===== config.mk =====
export PLATFORM = sky130hd
export DESIGN_NAME = sorted_sequence_merge
export DESIGN_NICKNAME = d
export VERILOG_FILES = /design/src/rtl/ssm_pkg.sv /design/src/rtl/ssm_ram.sv /design/src/rtl/ssm_ctrl.sv /design/src/rtl/ssm_dp.sv /design/src/rtl/sorted_sequence_merge.sv
export SDC_FILE = /design/constraint.sdc
export NUM_CORES = 2
export LEC_CHECK = 0
export BUFFER_PORTS_ARGS = -buffer_cell sky130_fd_sc_hd__buf_2
export CAP_MARGIN = 30
export CORE_MARGIN = 10
export CORE_UTILIZATION = 50
export DETAILED_ROUTE_END_ITERATION = 7
export PLACE_DENSITY_LB_ADDON = 0.25
export SYNTH_ARGS = -nofsm -noshare
export SYNTH_HDL_FRONTEND = slang
export SYNTH_SLANG_ARGS = --single-unit

===== constraint.sdc =====
create_clock -name clk -period 8.49 [get_ports clk]
set_input_delay 0.4245 -clock clk [delete_from_list [all_inputs] [get_ports clk]]
set_output_delay 0.4245 -clock clk [all_outputs]
set_load 0.005 [all_outputs]

===== src/rtl/ssm_pkg.sv =====
// Package for the sorted sequence merge block: field widths, default depth,
// item kind codes and the controller/datapath command and status structs.
// Depends on nothing; the controller, datapath and top level import it.
`timescale 1ns / 1ps

package ssm_pkg;

  // Widths of the word fields.
  localparam int VALUE_W   = 32;
  localparam int KIND_W    = 2;

  // Default number of entries in each sequence store.
  localparam int DEPTH_DEF = 32;

  // What an input word asks for.
  localparam logic [KIND_W-1:0] KIND_FIRST  = 2'd0;
  localparam logic [KIND_W-1:0] KIND_SECOND = 2'd1;
  localparam logic [KIND_W-1:0] KIND_MERGE  = 2'd2;

  // Commands from the controller to the datapath.
  typedef struct packed {
    logic wr_first;   // append the input value to the first store
    logic wr_second;  // append the input value to the second store
    logic rst_idx;    // start a merge: both heads back to entry zero
    logic emit;       // move the selected head into the output register
  } ssm_cmd_t;

  // Status from the datapath to the controller.
  typedef struct packed {
    logic empty;      // both stores hold nothing
    logic slot_free;  // output register can take a word this cycle
    logic final_pick; // the next word emitted is the last of the run
  } ssm_sts_t;

endpackage


===== src/rtl/ssm_ram.sv =====
// Generic single-write, single-read RAM with a registered read port.
// Depends on nothing; the datapath instances it once per sequence store.
`timescale 1ns / 1ps

module ssm_ram #(
  parameter int W  = 32,
  parameter int D  = 32,
  parameter int AW = (D > 1) ? $clog2(D) : 1
) (
  input  logic          clk,
  input  logic          we,
  input  logic [AW-1:0] waddr,
  input  logic [W-1:0]  wdata,
  input  logic [AW-1:0] raddr,
  output logic [W-1:0]  rdata
);

  logic [W-1:0] mem [D];
  logic [W-1:0] rdata_r;

  // Write port and registered read port; a read sees writes of earlier edges.
  always_ff @(posedge clk) begin
    if (we) begin
      mem[waddr] <= wdata;
    end
    rdata_r <= mem[raddr];
  end

  assign rdata = rdata_r;

endmodule


===== src/rtl/ssm_ctrl.sv =====
// Controller of the sorted sequence merge block: decodes input words and
// sequences a merge one emitted word at a time. Depends on ssm_pkg.
`timescale 1ns / 1ps

module ssm_ctrl (
  input  logic                      clk,
  input  logic                      rst_n,
  input  logic                      in_tvalid,
  input  logic [ssm_pkg::KIND_W-1:0] in_kind,
  output logic                      in_tready,
  input  ssm_pkg::ssm_sts_t         sts,
  output ssm_pkg::ssm_cmd_t         cmd
);

  import ssm_pkg::*;

  typedef enum logic [1:0] {
    ST_IDLE  = 2'b01,
    ST_MERGE = 2'b10
  } state_t;

  state_t state_r, state_nxt;
  logic   accept;

  assign in_tready = (state_r == ST_IDLE);
  assign accept    = in_tvalid && in_tready;

  // Next state and command decode.
  always_comb begin
    state_nxt     = state_r;
    cmd.wr_first  = 1'b0;
    cmd.wr_second = 1'b0;
    cmd.rst_idx   = 1'b0;
    cmd.emit      = 1'b0;
    case (state_r)
      ST_IDLE: begin
        if (accept) begin
          case (in_kind)
            KIND_FIRST:  cmd.wr_first  = 1'b1;
            KIND_SECOND: cmd.wr_second = 1'b1;
            KIND_MERGE: begin
              // An empty merge emits nothing and leaves the block idle.
              cmd.rst_idx = 1'b1;
              if (!sts.empty) begin
                state_nxt = ST_MERGE;
              end
            end
            default: ;
          endcase
        end
      end
      ST_MERGE: begin
        if (sts.slot_free) begin
          cmd.emit = 1'b1;
          if (sts.final_pick) begin
            state_nxt = ST_IDLE;
          end
        end
      end
      default: state_nxt = ST_IDLE;
    endcase
  end

  // State register.
  always_ff @(posedge clk) begin
    if (!rst_n) begin
      state_r <= ST_IDLE;
    end else begin
      state_r <= state_nxt;
    end
  end

endmodule


===== src/rtl/ssm_dp.sv =====
// Datapath of the sorted sequence merge block: two sequence stores, their
// fill counts and head indexes, the head compare and the output register.
// Depends on ssm_pkg and ssm_ram.
`timescale 1ns / 1ps

module ssm_dp #(
  parameter int DEPTH = ssm_pkg::DEPTH_DEF
) (
  input  logic                        clk,
  input  logic                        rst_n,
  input  logic [ssm_pkg::VALUE_W-1:0] in_value,
  input  ssm_pkg::ssm_cmd_t           cmd,
  output ssm_pkg::ssm_sts_t           sts,
  output logic                        out_tvalid,
  input  logic                        out_tready,
  output logic [ssm_pkg::VALUE_W-1:0] out_value,
  output logic                        out_last
);

  import ssm_pkg::*;

  localparam int CW = $clog2(DEPTH + 1);
  localparam int AW = (DEPTH > 1) ? $clog2(DEPTH) : 1;

  logic [CW-1:0]      cnt_a_r, cnt_a_nxt, cnt_b_r, cnt_b_nxt;
  logic [CW-1:0]      idx_a_r, idx_a_nxt, idx_b_r, idx_b_nxt;
  logic [VALUE_W-1:0] head_a, head_b;
  logic               we_a, we_b;
  logic               a_left, b_left, take_a;
  logic [CW:0]        done_cnt, total_cnt;
  logic               out_valid_r, out_valid_nxt;
  logic [VALUE_W-1:0] out_value_r;
  logic               out_last_r;

  // Appends go to the next free entry; a full store ignores them.
  assign we_a = cmd.wr_first  && (cnt_a_r < CW'(DEPTH));
  assign we_b = cmd.wr_second && (cnt_b_r < CW'(DEPTH));

  // The read address follows the next head index, so the registered read
  // data is always the current head.
  ssm_ram #(.W(VALUE_W), .D(DEPTH), .AW(AW)) u_store_a (
    .clk   (clk),
    .we    (we_a),
    .waddr (cnt_a_r[AW-1:0]),
    .wdata (in_value),
    .raddr (idx_a_nxt[AW-1:0]),
    .rdata (head_a)
  );

  ssm_ram #(.W(VALUE_W), .D(DEPTH), .AW(AW)) u_store_b (
    .clk   (clk),
    .we    (we_b),
    .waddr (cnt_b_r[AW-1:0]),
    .wdata (in_value),
    .raddr (idx_b_nxt[AW-1:0]),
    .rdata (head_b)
  );

  // Head compare: the first sequence wins ties, which keeps the merge stable.
  assign a_left = idx_a_r < cnt_a_r;
  assign b_left = idx_b_r < cnt_b_r;
  assign take_a = a_left && (!b_left || ($signed(head_a) <= $signed(head_b)));

  assign done_cnt  = {1'b0, idx_a_r} + {1'b0, idx_b_r};
  assign total_cnt = {1'b0, cnt_a_r} + {1'b0, cnt_b_r};

  assign sts.empty      = (total_cnt == '0);
  assign sts.slot_free  = !out_valid_r || out_tready;
  assign sts.final_pick = ((done_cnt + {{CW{1'b0}}, 1'b1}) == total_cnt);

  // Counts and head indexes; the last emitted word empties both stores.
  always_comb begin
    cnt_a_nxt = cnt_a_r;
    cnt_b_nxt = cnt_b_r;
    idx_a_nxt = idx_a_r;
    idx_b_nxt = idx_b_r;
    if (we_a) begin
      cnt_a_nxt = cnt_a_r + CW'(1);
    end
    if (we_b) begin
      cnt_b_nxt = cnt_b_r + CW'(1);
    end
    if (cmd.rst_idx) begin
      idx_a_nxt = '0;
      idx_b_nxt = '0;
    end else if (cmd.emit) begin
      if (sts.final_pick) begin
        cnt_a_nxt = '0;
        cnt_b_nxt = '0;
        idx_a_nxt = '0;
        idx_b_nxt = '0;
      end else if (take_a) begin
        idx_a_nxt = idx_a_r + CW'(1);
      end else begin
        idx_b_nxt = idx_b_r + CW'(1);
      end
    end
  end

  // Output register valid flag.
  always_comb begin
    out_valid_nxt = out_valid_r;
    if (cmd.emit) begin
      out_valid_nxt = 1'b1;
    end else if (out_tready) begin
      out_valid_nxt = 1'b0;
    end
  end

  always_ff @(posedge clk) begin
    if (!rst_n) begin
      cnt_a_r     <= '0;
      cnt_b_r     <= '0;
      idx_a_r     <= '0;
      idx_b_r     <= '0;
      out_valid_r <= 1'b0;
    end else begin
      cnt_a_r     <= cnt_a_nxt;
      cnt_b_r     <= cnt_b_nxt;
      idx_a_r     <= idx_a_nxt;
      idx_b_r     <= idx_b_nxt;
      out_valid_r <= out_valid_nxt;
    end
  end

  // Output payload needs no reset.
  always_ff @(posedge clk) begin
    if (cmd.emit) begin
      out_value_r <= take_a ? head_a : head_b;
      out_last_r  <= sts.final_pick;
    end
  end

  assign out_tvalid = out_valid_r;
  assign out_value  = out_value_r;
  assign out_last   = out_last_r;

  // A store never holds more than its depth.
  a_cnt_bound: assert property (@(posedge clk) disable iff (!rst_n)
    (cnt_a_r <= CW'(DEPTH)) && (cnt_b_r <= CW'(DEPTH)))
    else $error("sequence store count above depth");

  // A head index never runs past its store's fill.
  a_idx_bound: assert property (@(posedge clk) disable iff (!rst_n)
    (idx_a_r <= cnt_a_r) && (idx_b_r <= cnt_b_r))
    else $error("head index beyond stored elements");

  // A word is only emitted while some stored element is still unread.
  a_emit_left: assert property (@(posedge clk) disable iff (!rst_n)
    cmd.emit |-> (a_left || b_left))
    else $error("emit with both sequences exhausted");

  // The last word of a run leaves both stores empty.
  a_final_clears: assert property (@(posedge clk) disable iff (!rst_n)
    (cmd.emit && sts.final_pick) |=> (cnt_a_r == '0) && (cnt_b_r == '0))
    else $error("stores not emptied after final word");

endmodule


===== src/rtl/sorted_sequence_merge.sv =====
// Top level of the sorted sequence merge block: joins the controller and
// the datapath. Depends on ssm_pkg, ssm_ctrl, ssm_dp and ssm_ram.
`timescale 1ns / 1ps

// Each input word either appends a signed 32-bit value to the first or second
// store (up to DEPTH each; further appends are dropped) or commands a merge.
// Appends stream at one word per clock while no merge is in progress. Once a
// merge command is taken, the input is held off while the stored values leave
// in nondecreasing order, one per cycle while out_tready is high, ties taken
// from the first sequence. The pace is set by the one-head-per-cycle compare
// against the registered read ports of the two stores. The final word of a
// run carries out_tlast and both stores are then empty. A merge with nothing
// stored emits nothing, and kind 3 is ignored. Store contents are not cleared
// at reset; only the fill counts, head indexes and output valid flag are.

module sorted_sequence_merge #(
  parameter int DEPTH = ssm_pkg::DEPTH_DEF
) (
  input  logic                        clk,
  input  logic                        rst_n,
  input  logic                        in_tvalid,
  output logic                        in_tready,
  input  logic [ssm_pkg::VALUE_W-1:0] in_tdata,   // [31:0] value
  input  logic [ssm_pkg::KIND_W-1:0]  in_tuser,   // [1:0] kind
  output logic                        out_tvalid,
  input  logic                        out_tready,
  output logic [ssm_pkg::VALUE_W-1:0] out_tdata,  // [31:0] merged_value
  output logic                        out_tlast
);

  import ssm_pkg::*;

  ssm_cmd_t cmd;
  ssm_sts_t sts;

  // Sequencing of appends and merges.
  ssm_ctrl u_ctrl (
    .clk       (clk),
    .rst_n     (rst_n),
    .in_tvalid (in_tvalid),
    .in_kind   (in_tuser),
    .in_tready (in_tready),
    .sts       (sts),
    .cmd       (cmd)
  );

  // Stores, compare and output register.
  ssm_dp #(.DEPTH(DEPTH)) u_dp (
    .clk        (clk),
    .rst_n      (rst_n),
    .in_value   (in_tdata),
    .cmd        (cmd),
    .sts        (sts),
    .out_tvalid (out_tvalid),
    .out_tready (out_tready),
    .out_value  (out_tdata),
    .out_last   (out_tlast)
  );

endmodule

======== Yosys cells after proc, flatten, opt, wreduce, memory -nomap -nowiden ========
Memory sizes are Yosys's and may differ from the RTL's. A register that Yosys moved wholly into a read port is not among the register bits.
Index checks and enable logic that the tools add are counted.
W data, S select, Z words.
operators by class
  add/sub/neg operators ................... 7
  magnitude comparators ................... 5
  eq/ne operators ......................... 11
  mux-type cells .......................... 36
  bitwise logic cells ..................... 1
  reduce and logical (&&, ||, !) cells .... 16
operators with widths
  cell                   count
  $mux W6                12
  $le A32 B32 Y1         1
  $mux W32               1
  $add A6 B1 Y6 const B  4
  $mux W5                4
  $add A6 B6 Y7          2
  $lt A6 B6 Y1           2
  $lt A6 B6 Y1 const B   2
  $ne A2 B2 Y1 const B   6
  $mux W1                11
  $mux W2                5
  $add A7 B1 Y7 const B  1
  $eq A7 B7 Y1           1
  $logic_not A7 Y1       1
  $mux W3                2
  $reduce_and A5 Y1      1
  $eq A2 B1 Y1 const B   2
  $eq A2 B2 Y1 const B   2
  $logic_and A1 B1 Y1    4
  $pmux W2 S2            1
  $reduce_and A2 Y1      2
  $reduce_bool A2 Y1     2
  $logic_not A1 Y1       2
  $logic_not A2 Y1       1
  3 further kinds        4
storage, ports and cells
  bits in registers ....................... 60
  RAM bits ................................ 2048
  input port bits ......................... 38
  output and inout bits ................... 35
  logic and storage cells ................. 88
  memories kept ........................... 2
memories
  memory              depth  bits a word  read ports  clocked after memory_dff  wr ports  RTL line       RTL
  u_dp.u_store_a.mem  32     32           1           1                         1         ssm_ram.sv:18  logic [W-1:0] mem [D];
  u_dp.u_store_b.mem  32     32           1           1                         1         ssm_ram.sv:18

======== Depth between registers and ports, before layout ========
  depth in word-level cells ............... 9
  mapped depth ............................ 19
  depth with buffers taken out ............ 15

======== Modules after synthesis ========
From an unflattened synthesis, not the netlist that was laid out.
second synthesis, totals
  cells, all modules ...................... 5005
  area, all modules ....................... 85271.8 µm²
modules (own cells, without submodules)
  module    instances  cells each  area each (µm²)  sequential area each (µm²)
  ssm_ram   2          2260        40485.1          31390.1
  ssm_dp    1          471         4172.8           1491.4
  ssm_ctrl  1          14          128.9            40.0

======== Worst setup path after synthesis ========
Ideal clock, no wire load.
  path kind ............................... register -> register
  start ................................... reg u_ctrl.state_r[0]
  end ..................................... mem u_dp.u_store_b.mem[15][0] (enable)
  library setup time ...................... 0.421 ns
  data arrival time ....................... 3.328 ns
  data required time ...................... 8.069 ns
  slack ................................... 4.740 ns
  cell stages (with the launch flop) ...... 6
  buffers on the path ..................... 0
  clock period less this slack ............ 3.750 ns
  cells stage by stage .................... dfxtp_1 > nor2b_1 > nand2_1 > nor4b_1 > nand2_1 > nor2_1
between the ends
  cells in the longest elaborated chain, start to end .. 7
RTL lines
  element                            RTL line                     RTL
  start: declaration                 ssm_ctrl.sv:22               state_t state_r, state_nxt;
  start signal: assignment           ssm_ctrl.sv:69               state_r <= state_nxt;
  $eq A2 B1 Y1 (*)                   ssm_ctrl.sv:25               assign in_tready = (state_r == ST_IDLE);
  via in_tready                      sorted_sequence_merge.sv:22  output logic in_tready,
  $logic_and A1 B1 Y1                ssm_ctrl.sv:26               assign accept = in_tvalid && in_tready;
  $mux W3                            ssm_ctrl.sv:37               if (accept) begin
  $mux W3 (*)                        ssm_ctrl.sv:35               case (state_r)
  $logic_and A1 B1 Y1 (*)            ssm_dp.sv:37                 assign we_b = cmd.wr_second && (cnt_b_r < CW'(DEPTH));
  $mux W1 (*)                        ssm_ram.sv:23                if (we) begin
  $mux W1 (implied by the code) (*)  ssm_ram.sv:24                mem[waddr] <= wdata;
  end: declaration                   ssm_ram.sv:18
Mark *: on every way through the listed nets, which the timed path passes. The rest lies on a longest branch.

======== Worst setup path after layout ========
  start ................................... reg u_dp.u_store_a.rdata_r[0] (netlist: u_dp.u_store_a.rdata[0]) (read register of u_dp.u_store_a.mem)
  end ..................................... reg u_dp.u_store_b.rdata_r[11] (netlist: u_dp.u_store_b.rdata[11]) (read register of u_dp.u_store_b.mem)
between the ends
  cells in the longest elaborated chain, start to end .. 7
RTL lines
  element              RTL line       RTL
  start: declaration   ssm_ram.sv:19  logic [W-1:0] rdata_r;
  $le A32 B32 Y1       ssm_dp.sv:62   assign take_a = a_left && (!b_left || ($signed(head_a) <= $signed(head_b)));
  $logic_or A1 B1 Y1   ssm_dp.sv:62
  $logic_and A1 B1 Y1  ssm_dp.sv:62
  $mux W6              ssm_dp.sv:92   end else if (take_a) begin
  $mux W6              ssm_dp.sv:87   if (sts.final_pick) begin
  $mux W5              ssm_dp.sv:86   end else if (cmd.emit) begin
  $mux W5              ssm_dp.sv:83   if (cmd.rst_idx) begin
  end: declaration     ssm_ram.sv:19
No other way between the ends. The select of a mux whose other input is x is not followed.
A chain may end at the register's enable or synchronous reset.

==> results_dict.tcl <==
set metrics [dict create \
    max_stage_delay_ns 0.72 \
    dp_hpwl_um 132000 \
    finalSetupTns_ns 0 \
    min_delay_path_depth 1 \
    synth_seq_cells 2172 \
    end_kind "flip-flop" \
    postSynthCellCount 5782 \
    grt_pass1_vias 49000 \
    async_reset_ff_share_pct 0 \
    drt_iter0_drc 6849 \
    grt_max_degree 145 \
    max_clock_freq_ghz 0.152 \
    synth-seq-area-share_pct 75.6 \
    root_buffer "clkbuf_16" \
    grt_usage_pct 24.5 \
    clock_latency_ns 0.85 \
    routedWlPerCell_um 28.4 \
    cts_max_path_buffers 3 \
    avgSynthCellArea_um2 14.7 \
    r2r_end "u_dp.u_store_b.rdata[11]$_DFF_P_" \
    core_area_mm2 0.169 \
    period_needed_ns 6.58 \
    syn_area_mm2 0.0851 \
    place_ws_ns 2.01 \
    power.density_mw_per_mm2 223 \
    cp.depth 16 \
    drv_cap 0 \
    die_w_um 433 \
    nNetsFinal 5995 \
    hold_path.class "input port to flip-flop" \
    run_status "complete, no violations" \
    multi_input_area_mm2 0.0195 \
    synth_edf_count 2081 \
    maxSlewViolCount 0 \
    dp.cells 7892 \
    clk_pin_slew_ns 0.06 \
    path_common_cell "buf_4" \
    path_delay_family "compound AO/OA/AOI/OAI gates" \
    vias 51400 \
    fill_cells 13100 \
    power.leakage_nw 31.3 \
    rsz0062_at_grt "false" \
    final_cell_area_mm2 0.0957 \
    yosys_warnings 0 \
    fin_cells 8290 \
    die_h_um 433 \
    skew_ns 0.0395 \
    antenna_found_initial 8 \
    final_cell_mix "2,081 x edfxtp_1, 1,112 x nand2_1, 291 x mux2i_1" \
    grt_pass1_wl_um 340000 \
    worstPathBufferInverterCount 4 \
    drive_above_1_share_pct 11.4 \
    cts_buffers 210 \
    cp_cell_sequence "inv_1 > ha_1 > nand4_1 > nor4_1 > buf_4 > a221oi_1 > o211ai_1 > o211a_2 > buf_4 > o21a_1 > o21a_4 > buf_4 > a21oi_1 > a22oi_1 > o22ai_1 > nor4_1" \
    drtAntennaViolNets 0 \
    r2r_cells 16 \
    ctsResizeCount 0 \
    cts_sinks 2172 \
    rrSetupSlack_ns 1.91 \
    synthTopCellsByArea "edfxtp_1 73%, nand2_1 4.9%, mux2i_1 3.4%" \
    synth_cell_types 75 \
    overflow 0 \
    port_buffers 72 \
    crit_arrival_ns 7.25 \
    startpoint_type "flip-flop" \
    synth_top_area_share_pct 73.4 \
    setup_viol 0 \
    critical_path_class "flip-flop to flip-flop" \
    seq_area_mm2 0.0643 \
    io_pins 73 \
    r2r-start "u_dp.u_store_a.rdata[0]$_DFF_P_" \
    num_rows 151 \
    finalCritPeriodShare_pct 77.6 \
    worstPathRequired_ns 9.16 \
    cts_tree "yes" \
    place_congestion 0.870 \
    startpoint "u_dp.u_store_a.rdata[0]$_DFF_P_" \
    ir_drop_mv 0.204 \
    synthesis.nets 5886 \
    cp-endpoint "u_dp.u_store_b.rdata[11]$_DFF_P_" \
    via_per_inst 6.20 \
    initial_core_util_pct 50.3 \
    cts_setup_buffers 0 \
    worstPathMaxFanout 54 \
    cts-htree-levels 4 \
    area_growth_pct 12.5 \
    worst_path_max_delay_cell "nor4_1" \
    die_area_mm2 0.187 \
    placed_area_mm2 0.0888 \
    hold_viol 0 \
    synth_area_leader_cell "edfxtp_1" \
    drtPass1Iterations 6 \
    ys.flop_type "edfxtp_1" \
    worst_slew_pin_slew_ns 1.13 \
    final_common_cell "edfxtp_1" \
    wl_um 235000 \
    drc_errors 0 \
    setup_slack_ns 1.91 \
    slew_headroom_pct 24.1 \
]
-- how the worst min path moves through the flow --
stage | from | endpoint | slack (ns)
global route | in_tdata[27] | u_dp.u_store_b.mem[21][27]$_DFFE_PP_ | 0.08
CTS | in_tdata[27] | u_dp.u_store_b.mem[21][27]$_DFFE_PP_ | 0.05
detailed placement | u_dp.idx_a_r[5]$_SDFFE_PP0P_ | u_dp.idx_a_r[5]$_SDFFE_PP0P_ | 0.53
floorplan | u_dp.cnt_b_r[5]$_SDFF_PN0_ | u_dp.cnt_b_r[5]$_SDFF_PN0_ | 0.47
finish | in_tdata[27] | u_dp.u_store_b.mem[21][27]$_DFFE_PP_ | 0.07
global placement | u_dp.idx_a_r[5]$_SDFFE_PP0P_ | u_dp.idx_a_r[5]$_SDFFE_PP0P_ | 0.50
-- final cells by class --
class	instances	share of cell area, %
Antenna cell	2	0.00523
Tap cell	2218	2.90
Timing Repair Buffer	253	2.18
Sequential cell	2172	67.2
Clock inverter	103	1.08
Clock buffer	288	6.07
Inverter	56	0.220
Multi-Input combinational cell	3198	20.4
-- per-stage QoR --
step	total power [mW]	hold slack, ns	utilization (%)
2_1_floorplan	12.1	0.466	-
3_3_place_gp	12.3	0.505	52.4
3_5_place_dp	12.3	0.528	52.5
4_1_cts	21.4	0.0451	56.5
5_1_grt	21.9	0.0805	56.6
6_report	21.3	0.0726	56.6
-- sequential cells by signal, indices dropped and copies added, names as in the netlist, 32 cells and up --
signal,count
u_dp.out_value,32
u_dp.u_store_a.mem,1024
u_dp.u_store_a.rdata,32
u_dp.u_store_b.rdata,32
u_dp.u_store_b.mem,1024
-- routing by layer --
| metal | vias to the layer above | wire length (um) | GRT usage (%) |
|---|---|---|---|
| met5 | - | 0 | 0 |
| met1 | 25900 | 95100 | 34.8 |
| li1 | 22400 | - | - |
| met3 | 481 | 21100 | 3.63 |
| met4 | 0 | 8860 | 8.77 |
| met2 | 2666 | 110000 | 38.9 |
-- power breakdown --
| group | switching [mW] | internal (mW) |
|---|---|---|
| logic | 0.270 | 0.0581 |
| clock network | 4.01 | 5.22 |
| registers | 0.0173 | 11.8 |
-- what timing repair did --
action                                 CTS  global route
setup endpoints to repair                0             0
hold buffers                             2             1
endpoints found under the hold margin   18             7
-- Yosys cell counts, types with 62 or more instances --
| master | number |
|---|---|
| a31oi_1 | 192 |
| a311oi_1 | 62 |
| a32oi_1 | 62 |
| ha_1 | 64 |
| nor2_1 | 137 |
| buf_2 | 118 |
| mux2i_1 | 291 |
| edfxtp_1 | 2081 |
| a21oi_1 | 210 |
| a22oi_1 | 124 |
| nor4_1 | 99 |
| o22ai_1 | 163 |
| nand2_1 | 1115 |
| and2_1 | 128 |
| dfxtp_1 | 91 |
| nand3_1 | 189 |
| clkbuf_1 | 181 |
| a211oi_1 | 135 |
-- logic make-up (layout without fill, tap and decap cells) --
kind of cell | Yosys count | after routing | share of synthesized area (%)
DFF | 2172 | 2172 | 75.6
and+or+nand+nor | 1739 | 1739 | 8.89
AOI/OAI and AO/OA | 1042 | 1042 | 8.17
buffers and inverters | 412 | 700 | 2.21
muxes | 326 | 326 | 3.89
adders and majority gates | 66 | 66 | 0.988
xor gates and xnor gates | 25 | 25 | 0.266
other | 0 | 2 | 0
-- worst register-to-register path: cells and delay by family, from the launching register on --
family                     cells  cell delay [ns]
AOI/OAI and AO/OA              8             2.55
adders and majority gates      1             0.35
buffers and inverters          4             1.53
DFF                            1             0.44
and+or+nand+nor                3             1.54
No activity file was read; power rests on OpenSTA's default activity.
